## config.mk

```make
export PLATFORM = sky130hd
export DESIGN_NAME = gat_lane
export DESIGN_NICKNAME = d
export VERILOG_FILES = /design/src/rtl/core/gat_pkg.sv /design/src/rtl/core/gat_lane.sv
export SDC_FILE = /design/constraint.sdc
export NUM_CORES = 1
export LEC_CHECK = 0
export ABC_CLOCK_PERIOD_IN_PS = 3800
export CAP_MARGIN = 20
export CORE_MARGIN = 1.5
export CORE_UTILIZATION = 65
export DETAILED_ROUTE_END_ITERATION = 6
export DONT_BUFFER_PORTS = 1
export MAX_ROUTING_LAYER = met4
export PLACE_DENSITY_LB_ADDON = 0.08
export SKIP_CTS_REPAIR_TIMING = 1
export SYNTH_ARGS = -nofsm -noshare
export SYNTH_HDL_FRONTEND = slang
export SYNTH_SLANG_ARGS = --single-unit
```

## constraint.sdc

```tcl
create_clock -name clk -period 3.8 [get_ports clk]
set_clock_uncertainty 0.2 [all_clocks]
set_input_delay 0.19 -clock clk [delete_from_list [all_inputs] [get_ports clk]]
set_output_delay 0.19 -clock clk [all_outputs]
set_load 0.05 [all_outputs]
```

## src/rtl/core/gat_pkg.sv

```systemverilog
// Shared types and constants for the gamepad turbo autofire block.
// Used by every module in rtl/core; depends on nothing else.
`timescale 1ns / 1ps
`default_nettype none

package gat_pkg;

	localparam int KEY_BITS  = 32;
	localparam int AXIS_BITS = 8;
	localparam int CFG_BITS  = 32;

	localparam logic [AXIS_BITS-1:0] AXIS_LOW  = 8'd64;
	localparam logic [AXIS_BITS-1:0] AXIS_HIGH = 8'd192;

	localparam logic [CFG_BITS-1:0] TURBO_MASK_RESET  = 32'd0;
	localparam logic [CFG_BITS-1:0] START_DELAY_RESET = 32'd100000;
	localparam logic [CFG_BITS-1:0] INTERVAL_RESET    = 32'd50000;

	typedef enum logic [1:0] {
		CFG_TURBO_MASK  = 2'd0,
		CFG_START_DELAY = 2'd1,
		CFG_INTERVAL    = 2'd2
	} cfg_index_t;

	typedef struct packed {
		logic [CFG_BITS-1:0] start_delay;
		logic [CFG_BITS-1:0] interval;
	} turbo_cfg_t;

endpackage

`default_nettype wire

```

## src/rtl/core/gat_lane.sv

```systemverilog
// One autofire lane: the toggle deadline and phase of a single key.
// Depends on gat_pkg for the turbo timing structure.
`timescale 1ns / 1ps
`default_nettype none

module gat_lane #(
	parameter int TIME_BITS = 64
) (
	input  wire logic                   clk,
	input  wire logic                   arst_n,
	input  wire logic                   en,
	input  wire logic                   mask,
	input  wire logic                   pressed,
	input  wire logic                   prev,
	input  wire logic [TIME_BITS-1:0]   now,
	input  wire gat_pkg::turbo_cfg_t    cfg,
	output logic                        drop
);

	logic [TIME_BITS-1:0] deadline_q;
	logic                 phase_q;
	logic [TIME_BITS-1:0] deadline_d;
	logic                 phase_d;
	logic                 start;
	logic                 tick;
	logic                 clear;

	always_comb begin
		start = mask && pressed && !prev && (deadline_q == '0);
		tick  = mask && pressed && !start && (now >= deadline_q);
		clear = mask && !pressed && (deadline_q != '0);
		deadline_d = deadline_q;
		phase_d    = phase_q;
		priority if (start) begin
			deadline_d = now + TIME_BITS'(cfg.start_delay);
			phase_d    = 1'b1;
		end else if (tick) begin
			deadline_d = deadline_q + TIME_BITS'(cfg.interval);
			phase_d    = !phase_q;
		end else if (clear) begin
			deadline_d = '0;
			phase_d    = 1'b0;
		end
		drop = mask && pressed && !phase_d;
	end

	always_ff @(posedge clk or negedge arst_n) begin
		if (!arst_n) begin
			deadline_q <= '0;
			phase_q    <= 1'b0;
		end else if (en) begin
			deadline_q <= deadline_d;
			phase_q    <= phase_d;
		end
	end

endmodule

`default_nettype wire

```

# ---- Word-level counts from Yosys, hierarchy flattened
# Cells that the tools add are included.
dict set report word_totals {
  register_bits 65
}
dict set report op_classes {
  add_sub_neg 2
  magnitude_cmp 1
  mux 6
  reduce_logical 17
}
# cell count
set op_table {}
lappend op_table {{64-bit 2-to-1 mux} 3}
lappend op_table {{64-bit by 32-bit adder with 64-bit output} 2}
lappend op_table {{64-bit >= comparator} 1}
lappend op_table {{64-bit logical NOT} 1}
lappend op_table {{64-bit nonzero test} 1}
lappend op_table {{1-bit logical AND} 8}
lappend op_table {{1-bit logical NOT} 5}
lappend op_table {{1-bit 2-to-1 mux} 3}
lappend op_table {{3-bit nonzero test} 1}
lappend op_table {{2-bit AND reduction} 1}

# ---- Depth between registers and ports, before layout
dict set report depth {
  ltp_word 10
  depth_mapped 13
  depth_no_buf 12
}

# ---- Worst setup path after synthesis
# Ideal clock, no wire load.
dict set report synth_timing {
  kind {register -> output}
  start {reg deadline_q[45]}
  end {out drop}
  t_arrival_ns 2.748
  required_time_ns 3.410
  slack_ns 0.662
  stages_incl_launch_ff 11
  n_path_buf 0
  cell_sequence {dfrtp_1 inv_1 ha_1 nand4_2 nor4_2 or3b_1 o22a_1 nand3_1 nor2_1 xnor2_1 nor2_1}
}
dict set report synth_between {
  elab_chain_len 9
  word_cells_on_any_way 13
}
# element line
set synth_lines {}
lappend synth_lines {{from (decl)} gat_lane.sv:20} ;# logic [TIME_BITS-1:0] deadline_q;
lappend synth_lines {{from (signal assigned)} gat_lane.sv:52} ;# deadline_q <= deadline_d;
lappend synth_lines {{parallel branches: the longest is 6 deep, another holds 64-bit >= comparator} -}
lappend synth_lines {{1-bit 2-to-1 mux *} gat_lane.sv:34} ;# priority if (start) begin
lappend synth_lines {{1-bit logical NOT *} gat_lane.sv:44} ;# drop = mask && pressed && !phase_d;
lappend synth_lines {{1-bit logical AND *} gat_lane.sv:44}
lappend synth_lines {{to (decl)} gat_lane.sv:17} ;# output logic drop
# Every way passes the cells marked *.

# ---- Worst setup path in the final report
dict set report layout_timing {
  start {reg deadline_q[39]}
  end {reg deadline_q[34]}
}
dict set report layout_between {
  elab_chain_len 7
  word_cells_on_any_way 12
}
# element
set layout_lines {}
lappend layout_lines {{parallel branches: the longest is 7 deep, another holds 64-bit >= comparator}}
# Several ways; the timed one is not identified.
# A chain may end at the register's enable or synchronous reset.

==> results.toml <==
[placement]
place.gp.congestion = 1.06
portBuffers = 0
place_hpwl_mm = 25.1

[routing]
vias = 10500
wl_per_cell_um = 21.6
drc = 0
vias_per_cell = 7.09
first_iter_violations = 984
wl_mm = 31.9
first_pass_iters = 5
detail-route-antenna-nets = 0

[floorplanning]
core-area_sq_um = 14500
start_util_pct = 66.4
io_pins = 135
die_area_sq_um = 15500
die_h_um = 125
die_w_um = 125
num_rows = 44

[yosys]
synthCells = 1267
seq_area_frac_synth_pct = 16.9
synthArstFlopShare_pct = 100
avgSynthCellArea_sq_um = 7.59
synth_top_area_share_pct = 16.9
synth_edf_count = 0
yosysTopAreaCell = "dfrtp_1"
ys_ff_latch = 65
synth_nets = 1531
syn-cell-area_sq_um = 9610
ys_warn_count = 0
yosysUniqueCellTypes = 81
synth_ff_type = "dfrtp_1"
synthTopCellsByArea = "dfrtp_1, ha_1, a21oi_1, nand2_1, o21ai_0"

[clocking]
clk_pin_slew_ns = 0.06
cts_tree = "built"
cts_buffers = 9
clkSinkCount = 65
clock_latency_ns = 0.35
clock_path_buffers = 2
htree_levels = 3
root_buffer = "clkbuf_16"

[sta]
tns_ns = 0
setup_viol = 0
post-route-period-util_pct = 98.3
min_period_ns = 3.74
relSlewSlack_pct = 47.6
fmax_mhz = 268
worstMarginPinSlew_ns = 0.779
finalMaxSlewViolations = 0
hold_slack_ns = -0.0447
hold_viol_final = 14
grt_setup_unrepaired = "false"

[layout]
layout_common_cells = "a21oi_1, ha_1, nand2_1"
mostFrequentLayoutCell = "a21oi_1"
nets = 1550
postLayoutCoreUtil_pct = 72.3
antenna_cells = 0
drive_gt1_share_pct = 5.58
area_delta_synth_final_pct = 8.93

[power]
power.density_nw_per_um2 = 324
report.power.total_mw = 3.40
p_leak_nw = 4.42
ir_worst_vdd_v = 0.000222

[outcome]
violations = "hold timing"
outcome = "finished with violations"

[global_route]
antenna_found_initial = 0
grt_usage_pct = 41.4
grt_first_pass_wirelength_mm = 50.8
grt_max_degree = 66
grt_remaining_overflow = 0
first_global_vias = 9730

[flow_run]
maxCapViolCount = 0

[critical_path]
cp-start-kind = "register"
endpoint_kind = "register"
rrSetupSlack_ns = 0.06
rr_worst_depth = 11
crit_type = "register to register"
worst-path-max-fanout = 23
cp.required_ns = 3.86
crit_arrival_ns = 3.80

[worst_hold_path]
min_path_type = "input port to register"
hold_path_depth = 3
## worst paths after layout
path,startpoint,endpoint
worst max-delay path,deadline_q[39],deadline_q[34]
worst min-delay path,now[36],deadline_q[36]
worst max register to register,deadline_q[39],deadline_q[34]
worst min register to register,phase_q,phase_q
max in group asynchronous,arst_n,deadline_q[28]
min in group asynchronous,arst_n,deadline_q[55]
## kinds of logic after synthesis
logic type	count (synthesis)	synth area share (%)
buf+inv	132	5.78
mux	3	0.312
fa+ha+maj	130	17.1
compound gates	446	30.8
simple gates	412	21.9
flops	65	16.9
xor+xnor	79	7.20
## per-layer routing
layer  part of all wire (%)  vias to the layer above  GRT usage, %
li1                       -                     4866             -
met1                     40                     4794          52.8
met2                     46                      670          66.6
met3                    9.3                      124          4.81
met4                    4.8                        0          17.6
met5                      0                        -             -
## power by group
| group | total (mW) | switching [mW] | internal (mW) |
|---|---|---|---|
| logic | 1.60 | 0.969 | 0.631 |
| registers | 0.826 | 0.0681 | 0.758 |
| clock network | 0.971 | 0.345 | 0.626 |
## flip-flops by register name, summed over array words and instances (netlist names)
| signal | cells |
|---|---|
| deadline_q | 64 |
| phase_q | 1 |
## cells in the mapped netlist, drive strengths merged, types with 5 or more instances
library cell  count
nand2           111
nor2             75
nand2b           13
o32ai             5
nand4            43
o21a              9
o21bai           14
xor2             39
nand3            41
and4              7
ha              128
a2111oi           5
a221oi           30
a211oi           20
and2              9
a32oi             5
or4               7
o31ai             6
and3             20
o211ai           20
nor3             29
a31oi             9
nor4             25
o2111ai           8
a21boi            7
or2               6
buf              33
inv              81
a21oi           153
o221ai            7
a21o             38
o21ai            78
dfrtp            65
xnor2            40
clkbuf           18
o32a              5
or3              11
## through the flow
stage                     cell area (sq um)  instances  worst slack [ns]  hold WS [ns]
after floorplan                        9610       1267             0.662        -0.306
after global placement                 9860       1433             0.241        -0.304
after detailed placement               9860       1433             0.151        -0.304
after CTS                             10200       1448             0.128        -0.666
after global routing                  10500       1474            0.0205       0.00273
final                                 10500       1474            0.0645       -0.0447
## worst max-delay path, cell delays in order (launching register included)
cell and delay (ns):
dfrtp_1 0.50, inv_1 0.13, ha_1 0.34, nand4_1 0.17
nor4_2 0.43, or3b_1 0.42, o22a_1 0.21, and3_4 0.20
a21oi_4 0.20, nand2b_4 0.23, or4_1 0.53, o2111ai_1 0.08
## final cells by class
cell class	count	area [sq um]
multi-input cells	1070	7440
fillers	1185	4010
flip-flops and latches	65	1630
repair buffers	59	539
inverters	81	304
clock buffers	13	270
well taps	184	230
clock inverters	2	60.1
Note: power is estimated with default switching activity, not from simulation.
