$ cat src/rtl/core/gat_pkg.sv
// Shared types and constants for the gamepad turbo autofire block.
// Used by every module in rtl/core; depends on nothing else.
`timescale 1ns / 1ps
`default_nettype none

package gat_pkg;

	localparam int KEY_BITS  = 32;
	localparam int AXIS_BITS = 8;
	localparam int CFG_BITS  = 32;

	localparam logic [AXIS_BITS-1:0] AXIS_LOW  = 8'd64;
	localparam logic [AXIS_BITS-1:0] AXIS_HIGH = 8'd192;

	localparam logic [CFG_BITS-1:0] TURBO_MASK_RESET  = 32'd0;
	localparam logic [CFG_BITS-1:0] START_DELAY_RESET = 32'd100000;
	localparam logic [CFG_BITS-1:0] INTERVAL_RESET    = 32'd50000;

	typedef enum logic [1:0] {
		CFG_TURBO_MASK  = 2'd0,
		CFG_START_DELAY = 2'd1,
		CFG_INTERVAL    = 2'd2
	} cfg_index_t;

	typedef struct packed {
		logic [CFG_BITS-1:0] start_delay;
		logic [CFG_BITS-1:0] interval;
	} turbo_cfg_t;

endpackage

`default_nettype wire

$ cat src/rtl/core/gat_stick.sv
// Maps the four stick axes onto direction bits and clears the headphone bit.
// Purely combinational; depends on gat_pkg for widths and axis thresholds.
`timescale 1ns / 1ps
`default_nettype none

module gat_stick #(
	parameter int STICK_BIT_BASE = 24,
	parameter int HEADPHONE_BIT  = 19
) (
	input  wire logic [gat_pkg::KEY_BITS-1:0]  buttons,
	input  wire logic [gat_pkg::AXIS_BITS-1:0] left_x,
	input  wire logic [gat_pkg::AXIS_BITS-1:0] left_y,
	input  wire logic [gat_pkg::AXIS_BITS-1:0] right_x,
	input  wire logic [gat_pkg::AXIS_BITS-1:0] right_y,
	output logic      [gat_pkg::KEY_BITS-1:0]  keys
);

	localparam logic [4:0] HP_POS   = 5'(HEADPHONE_BIT);
	localparam logic [4:0] LU_POS   = 5'(STICK_BIT_BASE + 0);
	localparam logic [4:0] LR_POS   = 5'(STICK_BIT_BASE + 1);
	localparam logic [4:0] LD_POS   = 5'(STICK_BIT_BASE + 2);
	localparam logic [4:0] LL_POS   = 5'(STICK_BIT_BASE + 3);
	localparam logic [4:0] RU_POS   = 5'(STICK_BIT_BASE + 4);
	localparam logic [4:0] RR_POS   = 5'(STICK_BIT_BASE + 5);
	localparam logic [4:0] RD_POS   = 5'(STICK_BIT_BASE + 6);
	localparam logic [4:0] RL_POS   = 5'(STICK_BIT_BASE + 7);

	always_comb begin
		keys = buttons;
		keys[HP_POS] = 1'b0;
		if (left_x < gat_pkg::AXIS_LOW)  keys[LL_POS] = 1'b1;
		if (left_x > gat_pkg::AXIS_HIGH) keys[LR_POS] = 1'b1;
		if (left_y < gat_pkg::AXIS_LOW)  keys[LU_POS] = 1'b1;
		if (left_y > gat_pkg::AXIS_HIGH) keys[LD_POS] = 1'b1;
		if (right_x < gat_pkg::AXIS_LOW)  keys[RL_POS] = 1'b1;
		if (right_x > gat_pkg::AXIS_HIGH) keys[RR_POS] = 1'b1;
		if (right_y < gat_pkg::AXIS_LOW)  keys[RU_POS] = 1'b1;
		if (right_y > gat_pkg::AXIS_HIGH) keys[RD_POS] = 1'b1;
	end

endmodule

`default_nettype wire

$ cat config.mk
export PLATFORM = sky130hd
export DESIGN_NAME = gat_stick
export DESIGN_NICKNAME = d
export VERILOG_FILES = /design/src/rtl/core/gat_pkg.sv /design/src/rtl/core/gat_stick.sv
export SDC_FILE = /design/constraint.sdc
export NUM_CORES = 1
export LEC_CHECK = 0
export ABC_AREA = 1
export BUFFER_PORTS_ARGS = -buffer_cell sky130_fd_sc_hd__buf_2
export CELL_PAD_IN_SITES_DETAIL_PLACEMENT = 1
export CELL_PAD_IN_SITES_GLOBAL_PLACEMENT = 1
export CORE_ASPECT_RATIO = 0.75
export CORE_MARGIN = 8
export CORE_UTILIZATION = 10
export DETAILED_ROUTE_END_ITERATION = 8
export GPL_ROUTABILITY_DRIVEN = 0
export PLACE_DENSITY_LB_ADDON = 0.1
export SLEW_MARGIN = 20
export SYNTH_ARGS = -nofsm -noshare
export SYNTH_HDL_FRONTEND = slang
export SYNTH_SLANG_ARGS = --single-unit
export TNS_END_PERCENT = 30
$ cat constraint.sdc
create_clock -name vclk -period 0.8
set_input_delay 0.04 -clock vclk [all_inputs]
set_output_delay 0.04 -clock vclk [all_outputs]
set_load 0.05 [all_outputs]
Word-level counts from Yosys, hierarchy flattened

Index checks and enable logic that the tools add are counted.
W data, S select, Z words.

Register bits: 0
Input port bits: 64
Output and inout bits: 32
Word-level logic and storage cells: 16

Order comparisons: 8
Mux-type cells: 8

Operators with widths:

| operator             | number |
|---|---|
| $gt A8 B8 Y1 const B | 4 |
| $lt A8 B7 Y1 const B | 4 |
| $mux W1              | 8 |

Depth between registers and ports, before layout

Gate-level depths: netlist (run 1).

Depth after elaboration: 2
Gate-level depth with buffers: 4

Worst setup path after synthesis (run 1)

No wires, ideal clock.

Kind: input-to-output
Start point: input port left_y[6] (netlist bit)
End point: output port keys[24] (netlist bit)
Arrival time: 0.785 ns
Required time: 0.760 ns
Path slack: -0.025 ns
Stages: 1
Buffers on the path: 0
Cells stage by stage: o21bai_1

Cells in the longest elaborated chain, start to end: 2

Ends and longest elaborated chain:

| item               | RTL line        | text |
|---|---|---|
| start: declaration | gat_stick.sv:12 | `input wire logic [gat_pkg::AXIS_BITS-1:0] left_y,` |
| $lt A8 B7 Y1       | gat_stick.sv:33 | `if (left_y < gat_pkg::AXIS_LOW) keys[LU_POS] = 1'b1;` |
| $mux W1            | gat_stick.sv:33 |  |
| end: declaration   | gat_stick.sv:15 | `output logic [gat_pkg::KEY_BITS-1:0] keys` |

No other way between the ends.

Worst setup path after layout (run 1)

Start point: input port left_x[0] (netlist bit)
End point: output port keys[25] (netlist bit)

Cells in the longest elaborated chain, start to end: 2

Ends and longest elaborated chain:

| item               | RTL line        | text |
|---|---|---|
| start: declaration | gat_stick.sv:11 | `input wire logic [gat_pkg::AXIS_BITS-1:0] left_x,` |
| $gt A8 B8 Y1       | gat_stick.sv:32 | `if (left_x > gat_pkg::AXIS_HIGH) keys[LR_POS] = 1'b1;` |
| $mux W1            | gat_stick.sv:32 |  |

No other way between the ends.

==> results.cfg, run 1 <==
[floorplanning]
die_x_um = 85.68
std_cell_rows = 19
start_util_pct = 10.21
ios = 96
die_h_um = 68.26
die-area_mm2 = 0.005848
core_area_mm2 = 0.003566

[yosys]
yosysWarnings = 0
syn_nets = 129
synth_cell_types = 8
synth_area_um2 = 364.1
synth_top_cell_by_area = buf_4
synthTopCellsByArea = buf_4 49%, nand2_1 12%, inv_1 8.2%
syn_inst = 65
synth.top_cell.area_share_pct = 49.48
yosysSeqAreaShare_pct = 0
avgSynthCellArea_um2 = 5.602

[hold_path]
hp-class = primary input to primary output
hold_start = buttons[12]
whs_path_depth = 0
holdPathEnd = keys[12]

[routing]
wl_per_cell_um = 9.954
post_drt_via_cell_ratio = 3.168
routed_wl_mm = 1.304
dr.pass1.iters = 2
drtAntennaViolNets = 0
vias = 415
drc_errors = 0
first_iter_violations = 2

[worst_setup_path]
crit_type = primary input to primary output
worstPathMaxFanout = 1
cp.arrival_ns = 0.65
startpoint_type = primary input
critPathCaptureType = primary output
critPathRequiredTime_ns = 0.76

[final_layout]
nets = 155
seq_cell_count = 0
drive_gt1_share_pct = 59.55
final_common_cell = buf_2
filler_cell_count = 467
instances_no_fill = 131
multi_input_area_um2 = 157.7
design_area_um2 = 480.5
clkbuf_count = 0
diodes = 0
layout_common_cells = 48 x buf_2, 12 x nand2_1, 8 x nor2_1, 8 x inv_1
ff_latch_area_um2 = 0
area_growth_pct = 31.96

[placement]
post-dp-hpwl_mm = 1.241
dp_slack_ns = 0.09160
placed_cell_area_um2 = 480.5
post-place-cells = 131
portBuffers = 48

[clock_network]
post_cts_resized = 0
postCtsSetupBuffers = 0
cts_hold_buffers = 0

[power]
pwr-share-clk_pct = 0
ir_worst_vdd_v = 0.0001015
internal_power_mw = 0.1133
switching_share_pct = 60.70
p_leak_nw = 0.3079
netSwitchingPower_mw = 0.1750
total_power_mw = 0.2882
seqPwrFrac_pct = 0
pwr_density_cell_mw_per_mm2 = 599.9
power_frac_comb_pct = 100.0

[flow_run]
maxCapViolCount = 0

[timing]
min_period_ns = 0.6909
setup_viol = 0
max_freq_mhz = 1447
finalWorstSetupSlack_ns = 0.1091
rsz0062_at_grt = no
setup_tns_ns = 0
hold_violations = 0
finalCritPeriodShare_pct = 86.36
slew_violations = 0

[grt]
antenna_found_initial = 0
grt_overflow_total = 0
grt_max_degree = 3
grt_pass1_vias = 439
grt_pass1_wl_mm = 1.911
grt_usage_pct = 3.775

[outcome]
status = completed
[kinds of logic (layout without fill, tap and decap cells)]
family	after synthesis	in the layout	share of synthesized area, %
simple gates	28	28	32.99
other cells	1	1	1.030
compound gates	4	4	8.248
buf+inv	32	56	57.73
[routing by layer]
layer | wire, um | track usage, % | vias up | share of wire, %
met5 | 0 | 0 | - | 0
met2 | 610 | 6.750 | 19 | 47
met1 | 511 | 4.084 | 169 | 39
met3 | 158 | 1.079 | 10 | 12
met4 | 24 | 1.957 | 0 | 1.8
li1 | - | - | 217 | -
[through the flow]
stage                     util [%]  hold slack (ns)
after global routing         13.47          0.08007
after floorplan                  -           0.2471
final                        13.47          0.08002
after global placement       13.47          0.08034
after CTS                    13.47          0.08034
after detailed placement     13.47          0.08034
[synth_stat cells]
library cell,count
conb_1,1
nor2_2,4
nand3_1,4
o21bai_1,4
nor2_1,8
buf_4,24
nand2_1,12
inv_1,8
[worst max-delay path, stage by stage]
cell     delay, ns
buf_2         0.09
nor2_1        0.10
nand3_1       0.10
nand2_1       0.07
nand2_1       0.04
buf_2         0.20
[layout make-up]
type	instances	share of cell area, %
tap	42	10.94
timing repair buffer	48	50.00
multi-input combinational	33	32.81
inverter	8	6.250
[worst max path at each step]
| stage | startpoint | end | slack, ns | depth (start not counted) |
|---|---|---|---|---|
| 2_1_floorplan | left_x[7] | keys[27] | -0.02 | 1 |
| 3_3_place_gp | left_x[3] | keys[25] | 0.09 | 6 |
| 3_5_place_dp | left_x[0] | keys[25] | 0.09 | 6 |
| 4_1_cts | left_x[0] | keys[25] | 0.09 | 6 |
| 5_1_grt | right_y[0] | keys[30] | 0.007 | 6 |
| 6_report | left_x[0] | keys[25] | 0.11 | 6 |
[power by group through the flow]
stage	combinational (mW)	clock, mW	sequential [mW]
finish	0.288	0	0
global route	0.315	0	0
CTS	0.293	0	0
detailed placement	0.292	0	0
global placement	0.289	0	0
floorplan	0.469	0	0
Power figures use the tool's default switching activity.
==> run 2, diff against run 1 <==
--- a/config.mk
+++ b/config.mk
@@ -14,8 +14,8 @@
 export CORE_UTILIZATION = 10
 export DETAILED_ROUTE_END_ITERATION = 8
 export GPL_ROUTABILITY_DRIVEN = 0
-export PLACE_DENSITY_LB_ADDON = 0.1
-export SLEW_MARGIN = 20
+export PLACE_DENSITY = 0.83
+export SLEW_MARGIN = 10
 export SYNTH_ARGS = -nofsm -noshare
 export SYNTH_HDL_FRONTEND = slang
 export SYNTH_SLANG_ARGS = --single-unit
==> run 2 against run 1 <==
  * Critical endpoint unchanged
  * Flip-flop and latch count unchanged
  * Sequential share of layout area unchanged
  * Highest routed layer is now met3
  * Critical path depth unchanged
==> results.cfg, run 2 (same netlist as run 1, synthesis figures left out) <==
[worst_setup_path]
cp.buffers_inverters = 2
path_cells = buf_2, nor2_1, nand3_1, nand2_1, nand2_1, buf_2
critPathRequiredTime_ns = 0.76
critPathCaptureType = primary output
cpPeakStageDelay_ns = 0.20
startpoint_type = primary input
cpMaxStageDelayCell = buf_2
cp.arrival_ns = 0.63
crit_type = primary input to primary output
worstPathMaxFanout = 1
cp_top_family = buffers and inverters

[final_layout]
area_growth_pct = 31.96
diodes = 0
ff_latch_area_um2 = 0
layout_common_cells = 48 x buf_2, 12 x nand2_1, 8 x nor2_1, 8 x inv_1
design_area_um2 = 480.5
seq_cell_count = 0
multi_input_area_um2 = 157.7
drive_gt1_share_pct = 59.55
filler_cell_count = 469
utilization_pct = 13.47
nets = 155
final_common_cell = buf_2
clkbuf_count = 0

[grt]
grt_pass1_vias = 445
grt_usage_pct = 3.315
grt_max_degree = 3
grt_overflow_total = 0
antenna_found_initial = 0
grt_pass1_wl_mm = 1.718

[power]
pwr_density_cell_mw_per_mm2 = 598.9
ir_worst_vdd_v = 0.0001218
p_leak_nw = 0.3079

[routing]
dr.pass1.iters = 2
routed_wl_mm = 1.246
vias = 426
drtAntennaViolNets = 0
drc_errors = 0
wl_per_cell_um = 9.511
first_iter_violations = 7
post_drt_via_cell_ratio = 3.252

[clock_network]
cts_hold_buffers = 0
postCtsSetupBuffers = 0
post_cts_resized = 0

[timing]
min_period_ns = 0.6748
setup_viol = 0
finalWorstSetupSlack_ns = 0.1252
slew_violations = 0
max_freq_mhz = 1482
rsz0062_at_grt = no
hold_violations = 0
finalCritPeriodShare_pct = 84.35

[placement]
dp_slack_ns = 0.1076
portBuffers = 48
post-dp-hpwl_mm = 1.204
placed_cell_area_um2 = 480.5

[floorplanning]
ios = 96
start_util_pct = 10.21
std_cell_rows = 19
die_h_um = 68.26
die-area_mm2 = 0.005848
die_x_um = 85.68
core_area_mm2 = 0.003566

[flow_run]
maxCapViolCount = 0

[outcome]
status = completed

[hold_path]
hp-class = primary input to primary output
[run 2: area by class of cell]
class	count	area share (%)
multi-input cells	33	32.81
inverters	8	6.250
well taps	42	10.94
repair buffers	48	50.00
[run 2: worst paths after layout]
| check | start | cells after the start | end | slack (ns) |
|---|---|---|---|---|
| max | left_x[2] | 6 | keys[25] | 0.13 |
| min | buttons[18] | 0 | keys[18] | 0.08 |
[run 2: layer usage]
layer	vias up	global-route usage, %	part of all wire (%)
met5	-	0	0
met4	0	0.4348	0
met3	0	1.439	10
met2	23	5.882	52
met1	186	3.744	37
li1	217	-	-
[run 2: stage by stage]
step / total power, mW / std cells / setup TNS (ns) / hold WS (ns)
floorplan: 0.4695 / 65 / -0.07380 / 0.2471
global placement: 0.2841 / 131 / 0 / 0.08034
detailed placement: 0.2910 / 131 / 0 / 0.08034
CTS: 0.2914 / 131 / 0 / 0.08034
global route: 0.3120 / 131 / 0 / 0.08007
finish: 0.2878 / 131 / 0 / 0.08001
[run 2: where the power goes]
group / total (mW) / internal, mW / switching, mW
sequential: 0 / 0 / 0
clock: 0 / 0 / 0
combinational: 0.288 / 0.113 / 0.175
